**src/design/gba_pkg.sv**
```systemverilog
package gba_pkg;

  localparam int MaxWidth    = 4096;
  localparam int MaxBlock    = 64;
  localparam int HeightLimit = 4096;

  localparam int ChanW    = 8;
  localparam int GrayW    = 8;
  localparam int GraySumW = 24;
  localparam int PosW     = 12;
  localparam int OffW     = 6;
  localparam int BsW      = 7;
  localparam int DimW     = 13;
  localparam int RunSumW  = 14;
  localparam int ColSumW  = 20;
  localparam int DenW     = 13;
  localparam int AvgW     = 16;
  localparam int TileW    = 12;
  localparam int LineAddrW = $clog2(MaxWidth);
  localparam int CntW     = $clog2(AvgW + 1);

  localparam int CfgIdxW  = 2;
  localparam int CfgDataW = 13;

  localparam logic [CfgIdxW-1:0] RegImageWidth  = 2'd0;
  localparam logic [CfgIdxW-1:0] RegImageHeight = 2'd1;
  localparam logic [CfgIdxW-1:0] RegBlockSize   = 2'd2;

  localparam logic [DimW-1:0] WidthReset  = 13'd640;
  localparam logic [DimW-1:0] HeightReset = 13'd480;
  localparam logic [BsW-1:0]  BlockReset  = 7'd8;

  localparam logic [DimW-1:0] WidthLimit  = DimW'(MaxWidth);
  localparam logic [DimW-1:0] HeightMax   = DimW'(HeightLimit);
  localparam logic [BsW-1:0]  BlockLimit  = BsW'(MaxBlock);

  localparam logic [GraySumW-1:0] CoefRed   = 24'd19589;
  localparam logic [GraySumW-1:0] CoefGreen = 24'd38470;
  localparam logic [GraySumW-1:0] CoefBlue  = 24'd7471;
  localparam logic [GraySumW-1:0] GrayRound = 24'd32768;

  typedef enum logic [1:0] {
    ST_IDLE,
    ST_UPDATE,
    ST_DIV
  } state_e;

  typedef struct packed {
    logic [ColSumW-1:0] num;
    logic [DenW-1:0]    den;
  } div_req_t;

endpackage

```
**src/design/gba_div.sv**
```systemverilog
module gba_div (
  input  logic                      clk_i,
  input  logic                      rst_ni,
  input  logic                      start_i,
  input  gba_pkg::div_req_t         req_i,
  output logic                      busy_o,
  output logic [gba_pkg::AvgW-1:0]  quot_o
);

  logic [gba_pkg::CntW-1:0]     cnt_q, cnt_d;
  logic [gba_pkg::TileW-1:0]    rem_q, rem_d;
  logic [gba_pkg::DenW-1:0]     den_q, den_d;
  logic [gba_pkg::AvgW-1:0]     bits_q, bits_d;
  logic [gba_pkg::AvgW-1:0]     quot_q, quot_d;
  logic [gba_pkg::DenW-1:0]     trial;
  logic [gba_pkg::DenW-1:0]     diff;
  logic                         take;

  // The numerator is the column sum shifted left by eight; its top twelve
  // bits are already below the divisor, so sixteen steps give the quotient.
  always_comb begin
    cnt_d  = cnt_q;
    rem_d  = rem_q;
    den_d  = den_q;
    bits_d = bits_q;
    quot_d = quot_q;
    trial  = {rem_q, bits_q[gba_pkg::AvgW-1]};
    take   = (trial >= den_q);
    diff   = trial - den_q;
    if (start_i) begin
      cnt_d  = gba_pkg::CntW'(gba_pkg::AvgW);
      rem_d  = req_i.num[gba_pkg::ColSumW-1:8];
      den_d  = req_i.den;
      bits_d = {req_i.num[7:0], 8'd0};
      quot_d = '0;
    end else if (cnt_q != '0) begin
      cnt_d  = cnt_q - 1'b1;
      rem_d  = take ? diff[gba_pkg::TileW-1:0] : trial[gba_pkg::TileW-1:0];
      bits_d = {bits_q[gba_pkg::AvgW-2:0], 1'b0};
      quot_d = {quot_q[gba_pkg::AvgW-2:0], take};
    end
  end

  always_ff @(posedge clk_i or negedge rst_ni) begin
    if (!rst_ni) begin
      cnt_q <= '0;
    end else begin
      cnt_q <= cnt_d;
    end
  end

  always_ff @(posedge clk_i) begin
    rem_q  <= rem_d;
    den_q  <= den_d;
    bits_q <= bits_d;
    quot_q <= quot_d;
  end

  assign busy_o = (cnt_q != '0);
  assign quot_o = quot_q;

endmodule
```
**config.mk**
```make
export PLATFORM = sky130hd
export DESIGN_NAME = gba_div
export DESIGN_NICKNAME = d
export VERILOG_FILES = /design/src/design/gba_pkg.sv /design/src/design/gba_div.sv
export SDC_FILE = /design/constraint.sdc
export NUM_CORES = 1
export LEC_CHECK = 0
export BUFFER_PORTS_ARGS = -buffer_cell sky130_fd_sc_hd__buf_2
export CAP_MARGIN = 5
export CORE_ASPECT_RATIO = 1.1
export CORE_UTILIZATION = 35
export CTS_CLUSTER_SIZE = 25
export DETAILED_ROUTE_END_ITERATION = 10
export HOLD_SLACK_MARGIN = 0.15
export SKIP_CTS_REPAIR_TIMING = 1
export SLEW_MARGIN = 10
export SYNTH_ARGS = -nofsm -noshare
export SYNTH_HDL_FRONTEND = slang
export SYNTH_SLANG_ARGS = --single-unit
```
**constraint.sdc**
```tcl
create_clock -name clk_i -period 2.8 [get_ports clk_i]
set_clock_uncertainty 0.2 [all_clocks]
set_input_delay 0.56 -clock clk_i [delete_from_list [all_inputs] [get_ports clk_i]]
set_output_delay 0.56 -clock clk_i [all_outputs]
set_load 0.005 [all_outputs]
```
# Word level (Yosys, flattened, before mapping)
# Cells that the tools add are included.
# classes
add_sub_neg	2
magnitude_cmp	1
n_mux	7
n_reduce_logical	2
# op_table
operator	n
2-to-1 mux 12 bit	3
2-to-1 mux 16 bit	2
>= comparator 13 bit	1
subtractor 12 bit	1
2-to-1 mux 5 bit	2
nonzero test 5 bit	1
subtractor 5 x 1 -> 5 bit, second input constant	1
nonzero test 2 bit	1
# word_totals
ff_bits	54
inputBits	36
out_inout_bits	17
wordCells	17

# Depth between registers and ports, before layout
# Gate-level depths: netlist of run 1.
# logic_depth
word_depth	4
depth_mapped	10
mapped_depth_nobuf	10

# Worst setup path after synthesis of run 1
# No wires, ideal clock.
# synth_path
kind	reg2reg
startpoint	register cnt_q[0] in the netlist's numbering
endpoint	register bits_q[10] in the netlist's numbering, enable pin
arrival_ps	1803
required_ps	2206
slack_ps	403
stages_incl_launch_ff	7
n_path_buf	2
period_less_slack_ps	2397
path_cell_list	dfrtp_1 > inv_1 > ha_1 > nor4b_1 > clkbuf_1 > buf_2 > nand2_1
# synth_via
elab_chain_len	2
# synth_lines
item	line	rtl
start: declaration	gba_div.sv:10	logic [gba_pkg::CntW-1:0] cnt_q, cnt_d;
start signal: assignment	gba_div.sv:48	cnt_q <= cnt_d;
nonzero test 5 bit	gba_div.sv:36	end else if (cnt_q != '0) begin
nonzero test 2 bit (no line)	-	
end signal: assignment	gba_div.sv:55	bits_q <= bits_d;
end: declaration	gba_div.sv:13	logic [gba_pkg::AvgW-1:0] bits_q, bits_d;
# No other way between the ends.
# A chain may end at the register's enable or synchronous reset.

# Worst setup path in the final report of run 1
# layout_path
startpoint	register rem_q[5] in the netlist's numbering
endpoint	register rem_q[0] in the netlist's numbering (data pin)
# layout_via
elab_chain_len	4
# layout_lines
item	line	rtl
start: declaration	gba_div.sv:11	logic [gba_pkg::TileW-1:0] rem_q, rem_d;
start signal: assignment	gba_div.sv:53	rem_q <= rem_d;
>= comparator 13 bit	gba_div.sv:28	take = (trial >= den_q);
2-to-1 mux 12 bit	gba_div.sv:38	rem_d = take ? diff[gba_pkg::TileW-1:0] : trial[gba_pkg::TileW-1:0];
2-to-1 mux 12 bit	gba_div.sv:36	
2-to-1 mux 12 bit	gba_div.sv:30	if (start_i) begin
via rem_d, one bit	gba_div.sv:11	
# The timed path passes the listed nets, and every way through them passes these cells. The select of a mux whose other input is x is not followed.

==> metrics.log, run 1 <==
INFO  metric run_status = complete, no violations
INFO  metric cts-root-to-sink-buffers = 2
INFO  metric htree_num_levels = 2
INFO  metric netlist-cell-type-count = 46
INFO  metric yosys.area.top_type_share = 36.0%
INFO  metric hold_viol = 0
INFO  metric synth_warnings = 0
INFO  metric tritoncts.num_buffers = 5
INFO  metric drt.antenna.violating_nets = 0
INFO  metric grt_pass1_vias = 2052
INFO  metric gr-usage-all-layers = 14.7%
INFO  metric worstPathArrival = 2.50 ns
INFO  metric rsz0062_at_grt = no
INFO  metric startpoint = rem_q[5]$_DFFE_PP_
INFO  metric irDropWorstVdd = 0.404 mV
INFO  metric synth_top_cells_by_count = nand2_1 (50), edfxtp_1 (33), a21oi_1 (26), inv_1 (19), dfxtp_1 (16)
INFO  metric chipHeight = 95.1 um
INFO  metric criticalPathCategory = reg2reg
INFO  metric drc = 0
INFO  metric holdCritPathClass = in2reg
INFO  metric critical_path_required = 2.76 ns
INFO  metric hold_path_startpoint = req_i[1]
INFO  metric antenna_found_initial = 0
INFO  metric vias = 2065
INFO  metric startpoint_class_of_the_critical_path = flop
INFO  metric netlist_instances = 263
INFO  metric clock_sinks = 54
INFO  metric fmax = 395 MHz
INFO  metric wire_length_reported_by_the_detailed_router = 5.53 mm
INFO  metric dominantRegCellSynth = edfxtp_1
INFO  metric floorplan.core_area = 0.00756 mm2
INFO  metric drt_pass1_iterations = 6
INFO  metric boundaryPins = 53
INFO  metric clock_latency = 0.31 ns
INFO  metric total_congestion_overflow_after_global_routing = 0
INFO  metric drive_gt1_share = 26.6%
INFO  metric final.setup.tns = 0 ns
INFO  metric timing_max_transition_violations_final = 0
INFO  metric syn-num-nets = 315
INFO  metric crit_path_cell_trace = ha_1, a21oi_2, o21ai_4, nand3_2, a32oi_4, buf_12, mux2_2, o21ai_1
INFO  metric critical_path.max_stage_delay = 0.41 ns
INFO  metric grt_pass1_wl = 9.49 mm
INFO  metric max_cap_viol_count = 0
INFO  metric yosysMostFrequentCell = nand2_1
INFO  metric die_area = 0.00823 mm2
INFO  metric post-route-period-util = 90.4%
INFO  metric detailedPlacementHpwl = 3.99 mm
INFO  metric final.min_clock_period = 2.53 ns
INFO  metric post_synth_design_cell_area = 0.00276 mm2
INFO  metric worst_pin_slew = 0.497 ns
INFO  metric tritoncts = yes
INFO  metric worst_slack = 0.268 ns
INFO  metric antenna_cells_inserted = 0
INFO  metric preCtsSetupSlack = 0.158 ns
INFO  metric fp.dieW = 86.6 um
INFO  metric ys_ff_latch = 54
INFO  metric finalWeightedCongestion = 0.785
INFO  metric place.port_buffers = 52
INFO  metric avgViaCountPerCell = 4.82
INFO  metric grt_start_max_net_pins = 35
INFO  metric finish.net_count = 374
INFO  metric reg2reg_from = rem_q[5]$_DFFE_PP_
INFO  metric synth-async-reset-ratio = 9.26%
INFO  metric syn_to_final_growth = 19.7%
INFO  metric syn-mean-instance-area = 10.5 um2
INFO  metric floorplan.initialDensity = 36.5%
INFO  metric seq_area_frac_synth = 52.1%
INFO  metric cts.reportedPaths.clkPinSlew = 0.10 ns
INFO  metric leakagePower = 1.40 nW
INFO  metric crit_path_end_kind = flop
INFO  metric finalSetupViolations = 0
INFO  metric rows = 33
INFO  metric wl_per_cell = 12.9 um
INFO  metric cts_root_buf = clkbuf_8
INFO  metric cell_types_with_the_largest_area_share_after_synthesis = edfxtp_1 (36%), dfxtp_1 (12%), ha_1 (6.8%)
INFO  metric critical_path_peak_fanout = 5
INFO  metric slowest_library_cell_on_the_worst_path = edfxtp_1
INFO  metric drtIter0Drc = 48
INFO  metric slew-limit-headroom = 66.7%
INFO  metric count_of_flip_flops_with_a_built_in_enable_after_synthesis = 33
INFO  metric power.density_cell_area = 920 mW/mm2
INFO  metric synth_largest_area_cell = edfxtp_1
[worst paths after layout]
path	endpoint	slack [ns]	depth (start not counted)
max in group asynchronous	cnt_q[2]$_DFFE_PN0P_	1.87	2
min in group asynchronous	cnt_q[1]$_DFFE_PN0P_	0.39	2
min reg2reg	quot_o[12]$_SDFFE_PP0P_	0.28	2
max reg2reg	rem_q[0]$_DFFE_PP_	0.27	8
min	den_q[1]$_DFFE_PP_	0.22	1
max	rem_q[0]$_DFFE_PP_	0.27	8
[stage by stage]
step / std cells / power (mW) / util (%) / hold WS [ns] / area, um2
global route: 428 / 3.28 / 43.6 / 0.210 / 3300
detailed placement: 416 / 2.51 / 41.8 / 0.186 / 3160
finish: 428 / 3.03 / 43.6 / 0.222 / 3300
CTS: 424 / 2.99 / 43.1 / -0.159 / 3250
floorplan: 263 / 2.21 / - / 0.0644 / 2760
global placement: 416 / 2.47 / 41.8 / 0.186 / 3160
[worst max-delay path, delay by kind of cell (launching register included)]
family,cells,cell delay (ns)
compound gates,4,0.77
flops,1,0.41
fa+ha+maj,1,0.41
mux,1,0.32
buf+inv,1,0.16
simple gates,1,0.12
[layout make-up]
class / instances / area, um2
flip-flops and latches: 54 / 1440
well taps: 105 / 131
clock buffers: 6 / 82.6
repair buffers: 63 / 358
multi-input cells: 179 / 1200
fillers: 766 / 4260
inverters: 19 / 71.3
clock inverters: 2 / 15.0
[layout by cell type, fill, tap and decap left out, types with 6 or more instances in the layout]
cell type | synthesis | routed
buf_2 | 2 | 52
nand2_1 | 50 | 50
edfxtp_1 | 33 | 33
a21oi_1 | 26 | 26
inv_1 | 19 | 19
dfxtp_1 | 16 | 16
ha_1 | 15 | 15
buf_4 | 0 | 9
mux2_2 | 8 | 8
mux2i_1 | 7 | 7
nor2_1 | 7 | 7
o21ai_1 | 7 | 7
xnor2_1 | 6 | 6
clkbuf_8 | 0 | 6
[kinds of logic after synthesis]
family | count (synthesis) | synth area share [%]
mux | 15 | 5.81
simple gates | 82 | 14.0
buf+inv | 30 | 4.45
flops | 54 | 52.1
fa+ha+maj | 16 | 7.54
compound gates | 56 | 12.9
xor+xnor | 10 | 3.18
[where the power goes]
group	switching (mW)	internal, mW	leakage (nW)	total, mW
combinational	0.735	0.665	0.812	1.40
clock	0.265	0.205	0.0521	0.471
sequential	0.103	1.06	0.533	1.16
[metal layers]
layer	track usage, %	up-vias	routed length (um)	part of all wire [%]
li1	-	1044	-	-
met1	19.3	977	2550	46
met2	25.1	42	2710	49
met3	3.29	2	249	4.5
met4	2.92	0	27	0.49
met5	0	-	0	0
[registers in the layout, summed over array words and instances (netlist names)]
signal  cells
quot_o     16
den_q      13
rem_q      12
bits_q      8
cnt_q       5
No activity file was read; power rests on OpenSTA's default activity.
==> run 2: changes to the inputs <==
--- a/config.mk
+++ b/config.mk
@@ -9,6 +9,7 @@
 export CAP_MARGIN = 5
 export CORE_ASPECT_RATIO = 1.1
 export CORE_UTILIZATION = 35
+export CTS_BUF_LIST = sky130_fd_sc_hd__clkbuf_16
 export CTS_CLUSTER_SIZE = 25
 export DETAILED_ROUTE_END_ITERATION = 10
 export HOLD_SLACK_MARGIN = 0.15
==> run 2 against run 1 <==
Against the previous run:
- non-clock buffer count unchanged
- largest power group unchanged
- first-iteration DRC count increased by 8.3%
- clock power increased by 32%
- utilization is 0.61 points higher
==> metrics.log, run 2 (synthesis results as in run 1) <==
INFO  metric run_status = complete, no violations
INFO  metric finalSetupViolations = 0
INFO  metric final.min_clock_period = 2.52 ns
INFO  metric reg2reg_from = rem_q[5]$_DFFE_PP_
INFO  metric critical_path_required = 2.74 ns
INFO  metric final_cell_mix = buf_2 (52), nand2_1 (50), edfxtp_1 (33)
INFO  metric place.port_buffers = 52
INFO  metric grt_start_max_net_pins = 35
INFO  metric cts_root_buf = clkbuf_16
INFO  metric fmax = 397 MHz
INFO  metric cts.reportedPaths.clkPinSlew = 0.08 ns
INFO  metric worstSetupEndpoint = rem_q[0]$_DFFE_PP_
INFO  metric total_congestion_overflow_after_global_routing = 0
INFO  metric cts-root-to-sink-buffers = 2
INFO  metric worst_pin_slew = 0.500 ns
INFO  metric fp.dieW = 86.6 um
INFO  metric detailedPlacementHpwl = 3.99 mm
INFO  metric htree_num_levels = 2
INFO  metric vias = 2070
INFO  metric tritoncts.num_buffers = 5
INFO  metric slowest_library_cell_on_the_worst_path = ha_1
INFO  metric route.met3.wl = 229 um
INFO  metric post-route-period-util = 90.0%
INFO  metric die_area = 0.00823 mm2
INFO  metric floorplan.core_area = 0.00756 mm2
INFO  metric clock_latency = 0.29 ns
INFO  metric irDropWorstVdd = 0.487 mV
INFO  metric met1_wirelength = 2.57 mm
INFO  metric layout_commonest_cell = buf_2
INFO  metric crit_path_cell_trace = ha_1, a21oi_2, o21ai_4, nand3_2, a32oi_4, buf_12, mux2_2, o21ai_1
INFO  metric switching_share = 35.4%
INFO  metric area.sequential = 0.00144 mm2
INFO  metric final_core_utilization = 44.3%
INFO  metric drt_pass1_iterations = 4
INFO  metric leakagePower = 1.42 nW
INFO  metric top_layer_used = met4
INFO  metric boundaryPins = 53
INFO  metric grt_pass1_vias = 2054
INFO  metric floorplan.initialDensity = 36.5%
INFO  metric power.density_cell_area = 953 mW/mm2
INFO  metric largest_register_ff_count = 16
INFO  metric preCtsSetupSlack = 0.158 ns
INFO  metric drc = 0
INFO  metric hold_viol = 0
INFO  metric rrSetupSlack = 0.28 ns
INFO  metric multi_input_gate_area_in_the_final_layout = 0.00120 mm2
INFO  metric drive_gt1_share = 26.6%
INFO  metric worst_slack = 0.280 ns
INFO  metric antenna_found_initial = 0
INFO  metric netSwitchingPower = 1.13 mW
INFO  metric final.setup.tns = 0 ns
INFO  metric antenna_cells_inserted = 0
INFO  metric finalWeightedCongestion = 0.785
INFO  metric chipHeight = 95.1 um
INFO  metric gr-usage-all-layers = 14.8%
INFO  metric max_cap_viol_count = 0
INFO  metric slew-limit-headroom = 66.5%
INFO  metric syn_to_final_growth = 21.3%
INFO  metric drtIter0Drc = 52
INFO  metric drt.antenna.violating_nets = 0
INFO  metric startpoint = rem_q[5]$_DFFE_PP_
INFO  metric wl_per_cell = 13.0 um
INFO  metric worstPathArrival = 2.46 ns
INFO  metric holdCritPathClass = in2reg
INFO  metric avgViaCountPerCell = 4.84
INFO  metric startpoint_class_of_the_critical_path = flop
INFO  metric timing_max_transition_violations_final = 0
INFO  metric crit_path_end_kind = flop
INFO  metric critical_path.max_stage_delay = 0.41 ns
INFO  metric wire_length_reported_by_the_detailed_router = 5.55 mm
INFO  metric rsz0062_at_grt = no
INFO  metric power.sequential.fraction = 36.5%
INFO  metric rows = 33
INFO  metric met2RoutedLength = 2.70 mm
INFO  metric criticalPathCategory = reg2reg
INFO  metric fillerInstances = 761
INFO  metric worst-r2r-cell-count = 8
INFO  metric grt_pass1_wl = 9.53 mm
INFO  metric critical_path_peak_fanout = 5
INFO  metric power.combinational.fraction = 43.9%
INFO  metric design_power_total = 3.19 mW
INFO  metric tritoncts = yes
INFO  metric clock_sinks = 54
INFO  metric finish.net_count = 374
INFO  metric rr_endpoint = rem_q[0]$_DFFE_PP_
INFO  metric cell_internal_pwr = 2.06 mW
INFO  metric power_frac_clock = 19.6%
-- run 2: changes by cell type in the layout (fill, tap and decap cells not counted), sizes merged --
cell / before / now
clkbuf: 6 / 5
inv: 21 / 22
-- run 2: how the worst min path moves through the flow --
| stage | from | to | slack (ns) | cells after the start |
|---|---|---|---|---|
| floorplan | rst_ni | cnt_q[0]$_DFFE_PN0P_ | 0.06 | 0 |
| global placement | rst_ni | cnt_q[1]$_DFFE_PN0P_ | 0.19 | 1 |
| detailed placement | rst_ni | cnt_q[0]$_DFFE_PN0P_ | 0.19 | 1 |
| CTS | rst_ni | cnt_q[0]$_DFFE_PN0P_ | -0.13 | 1 |
| global route | req_i[4] | den_q[4]$_DFFE_PP_ | 0.24 | 1 |
| finish | req_i[5] | den_q[5]$_DFFE_PP_ | 0.25 | 1 |
-- run 2: layout make-up --
type / count / share of cell area [%]
Clock buffer: 5 / 3.74
Timing Repair Buffer: 63 / 10.7
Clock inverter: 3 / 0.561
Inverter: 19 / 2.13
Sequential cell: 54 / 42.9
Tap cell: 105 / 3.93
Multi-Input combinational cell: 179 / 36.0
-- run 2: power by group through the flow --
stage	sequential [mW]	clock [mW]	combinational (mW)
5_1_grt	1.19	0.668	1.58
4_1_cts	1.16	0.637	1.33
6_report	1.16	0.624	1.40
3_3_place_gp	1.17	0	1.30
3_5_place_dp	1.18	0	1.33
2_1_floorplan	1.15	0	1.06
-- run 2: per-stage QoR --
step                      cell area (um2)  hold slack (ns)  cells
after CTS                            3300           -0.127    424
final                                3340            0.245    428
after floorplan                      2760           0.0644    263
after detailed placement             3160            0.186    416
after global placement               3160            0.186    416
after global routing                 3340            0.241    428
-- run 2: metal layers --
metal  GRT usage [%]  vias to the layer above
li1                -                     1040
met1            18.9                      984
met2            25.5                       42
met3            3.03                        4
met4            4.17                        0
met5               0                        -
-- run 2: critical path, delay by kind of cell (launching register included) --
kind	cells	cell delay, ns
fa+ha+maj	1	0.41
mux	1	0.32
buf+inv	1	0.16
flops	1	0.40
simple gates	1	0.12
compound gates	4	0.77
==> run 3: changes to the inputs <==
--- a/config.mk
+++ b/config.mk
@@ -8,6 +8,7 @@
 export BUFFER_PORTS_ARGS = -buffer_cell sky130_fd_sc_hd__buf_2
 export CAP_MARGIN = 5
 export CORE_ASPECT_RATIO = 1.1
+export CORE_MARGIN = 2
 export CORE_UTILIZATION = 35
 export CTS_BUF_LIST = sky130_fd_sc_hd__clkbuf_16
 export CTS_CLUSTER_SIZE = 25
==> constraint.sdc (replaced) <==
create_clock -name clk_i -period 2.85 [get_ports clk_i]
set_clock_uncertainty 0.2 [all_clocks]
set_input_delay 0.57 -clock clk_i [delete_from_list [all_inputs] [get_ports clk_i]]
set_output_delay 0.57 -clock clk_i [all_outputs]
set_load 0.005 [all_outputs]
==> run 3 against run 2 <==
Against the previous run:
- routed wire length fell by 0.60%
- fmax up 2.0%
- sequential cell count unchanged
- largest power group unchanged
- highest routed layer unchanged
==> metrics.log, run 3 (synthesis results as in run 1) <==
INFO  metric syn_to_final_growth = 20.4%
INFO  metric worst_pin_slew = 0.512 ns
INFO  metric boundaryPins = 53
INFO  metric post-route-period-util = 86.7%
INFO  metric rrSetupSlack = 0.38 ns
INFO  metric slew-limit-headroom = 65.7%
INFO  metric wl_per_cell = 13.0 um
INFO  metric chipHeight = 97.1 um
INFO  metric drt_pass1_iterations = 4
INFO  metric gr-usage-all-layers = 13.9%
INFO  metric worst_path_buf_inv = 1
INFO  metric rsz0062_at_grt = no
INFO  metric critical_path_required = 2.80 ns
INFO  metric grt_busiest_layer = met2
INFO  metric area.sequential = 0.00144 mm2
INFO  metric grt_util_met1 = 17.7%
INFO  metric criticalPathCategory = reg2reg
INFO  metric max_cap_viol_count = 0
INFO  metric wire_length_reported_by_the_detailed_router = 5.51 mm
INFO  metric fp.dieW = 88.6 um
INFO  metric power.sequential.fraction = 37.3%
INFO  metric die_area = 0.00860 mm2
INFO  metric multi_input_gate_area_in_the_final_layout = 0.00120 mm2
INFO  metric final_core_utilization = 43.9%
INFO  metric htree_num_levels = 2
INFO  metric leakagePower = 1.40 nW
INFO  metric post-place-cells = 415
INFO  metric worst-r2r-cell-count = 8
INFO  metric antenna_cells_inserted = 0
INFO  metric irDropWorstVdd = 0.408 mV
INFO  metric drtIter0Drc = 74
INFO  metric finalWeightedCongestion = 0.759
INFO  metric power.combinational.fraction = 42.7%
INFO  metric groute.layer.met3.usage = 3.65%
INFO  metric detailedPlacementHpwl = 3.99 mm
INFO  metric power.density_cell_area = 921 mW/mm2
INFO  metric critical_path.max_stage_delay = 0.41 ns
INFO  metric grt_pass1_vias = 2091
INFO  metric antenna_found_initial = 0
INFO  metric largest_register_ff_count = 16
INFO  metric place.port_buffers = 52
INFO  metric tritoncts = yes
INFO  metric drive_gt1_share = 25.7%
INFO  metric cts_root_buf = clkbuf_16
INFO  metric vias = 2014
INFO  metric crit_path_cell_trace = ha_1, a21oi_1, a31oi_1, o21ai_2, a32oi_4, buf_4, mux2_2, o21ai_1
INFO  metric post_place_cell_area = 0.00316 mm2
INFO  metric crit_path_end_kind = flop
INFO  metric fmax = 405 MHz
INFO  metric drc = 0
INFO  metric grt_start_max_net_pins = 44
INFO  metric cell_internal_pwr = 1.97 mW
INFO  metric final.setup.tns = 0 ns
INFO  metric tritoncts.num_buffers = 5
INFO  metric rr_endpoint = rem_q[0]$_DFFE_PP_
INFO  metric fillerInstances = 767
INFO  metric critical_path_peak_fanout = 7
INFO  metric slowest_library_cell_on_the_worst_path = edfxtp_1
INFO  metric layout.cells.non_filler = 424
INFO  metric layout_commonest_cell = buf_2
INFO  metric reg2reg_from = rem_q[1]$_DFFE_PP_
INFO  metric grt_pass1_wl = 9.47 mm
INFO  metric met2_track_demand_over_resource_in_global_routing = 22.8%
INFO  metric power_frac_clock = 20.0%
INFO  metric end_point_of_the_most_critical_hold_path = den_q[6]$_DFFE_PP_
INFO  metric startpoint_class_of_the_critical_path = flop
INFO  metric run_status = complete, no violations
INFO  metric hold_viol = 0
INFO  metric clock_sinks = 54
INFO  metric holdCritPathClass = in2reg
INFO  metric netSwitchingPower = 1.09 mW
INFO  metric final_cell_mix = buf_2 (52), nand2_1 (50), edfxtp_1 (33)
INFO  metric rows = 33
INFO  metric floorplan.initialDensity = 36.5%
INFO  metric min_delay_path_depth = 1
INFO  metric worstPathArrival = 2.42 ns
INFO  metric drt.antenna.violating_nets = 0
INFO  metric finish.instance_area = 0.00332 mm2
INFO  metric final.min_clock_period = 2.47 ns
INFO  metric hold_path_startpoint = req_i[6]
INFO  metric switching_share = 35.6%
INFO  metric finalSetupViolations = 0
INFO  metric floorplan.core_area = 0.00756 mm2
INFO  metric cts.reportedPaths.clkPinSlew = 0.07 ns
INFO  metric total_congestion_overflow_after_global_routing = 0
INFO  metric cts-root-to-sink-buffers = 2
INFO  metric critPathTopFamily = compound AO/OA/AOI/OAI gates
INFO  metric avgViaCountPerCell = 4.75
INFO  metric finish.net_count = 370
INFO  metric timing_max_transition_violations_final = 0
INFO  metric clock_latency = 0.29 ns
## run 3: worst max path at each step
| stage | start | endpoint | slack [ns] | cells after the start |
|---|---|---|---|---|
| after floorplan | cnt_q[0]$_DFFE_PN0P_ | bits_q[10]$_DFFE_PP_ | 0.45 | 6 |
| after global placement | rem_q[5]$_DFFE_PP_ | rem_q[4]$_DFFE_PP_ | 0.44 | 8 |
| after detailed placement | rem_q[1]$_DFFE_PP_ | rem_q[7]$_DFFE_PP_ | 0.41 | 7 |
| after CTS | rem_q[1]$_DFFE_PP_ | rem_q[7]$_DFFE_PP_ | 0.39 | 7 |
| after global routing | rem_q[1]$_DFFE_PP_ | rem_q[7]$_DFFE_PP_ | 0.16 | 7 |
| final | rem_q[1]$_DFFE_PP_ | rem_q[0]$_DFFE_PP_ | 0.38 | 8 |
## run 3: final cells by class
| class | instances | area share [%] |
|---|---|---|
| Sequential cell | 54 | 43.3 |
| Multi-Input combinational cell | 179 | 36.3 |
| Timing Repair Buffer | 59 | 9.88 |
| Tap cell | 105 | 3.96 |
| Clock buffer | 5 | 3.77 |
| Inverter | 19 | 2.15 |
| Clock inverter | 3 | 0.679 |
## run 3: stage by stage
step | setup slack, ns | power [mW] | hold slack [ns]
after floorplan | 0.453 | 2.17 | 0.0744
after global placement | 0.444 | 2.44 | 0.195
after detailed placement | 0.406 | 2.47 | 0.198
after CTS | 0.391 | 3.10 | -0.124
after global routing | 0.162 | 3.31 | 0.237
final | 0.379 | 3.06 | 0.245
## run 3: routing by layer
| metal | part of all wire (%) | wire, um | vias to the layer above |
|---|---|---|---|
| met5 | 0 | 0 | - |
| met4 | 1.3 | 72 | 0 |
| met3 | 4.8 | 263 | 6 |
| met2 | 48 | 2670 | 36 |
| met1 | 46 | 2510 | 940 |
| li1 | - | - | 1032 |
## run 3: worst register-to-register path: stages (launching register included)
cell	delay [ns]
edfxtp_1	0.41
ha_1	0.39
a21oi_1	0.11
a31oi_1	0.22
o21ai_2	0.10
a32oi_4	0.24
buf_4	0.19
mux2_2	0.35
o21ai_1	0.11
## run 3: power groups by stage
stage | Clock [mW] | Combinational [mW] | Sequential, mW
2_1_floorplan | 0 | 1.04 | 1.13
3_3_place_gp | 0 | 1.29 | 1.15
3_5_place_dp | 0 | 1.31 | 1.16
4_1_cts | 0.635 | 1.32 | 1.14
5_1_grt | 0.662 | 1.48 | 1.17
6_report | 0.612 | 1.30 | 1.14
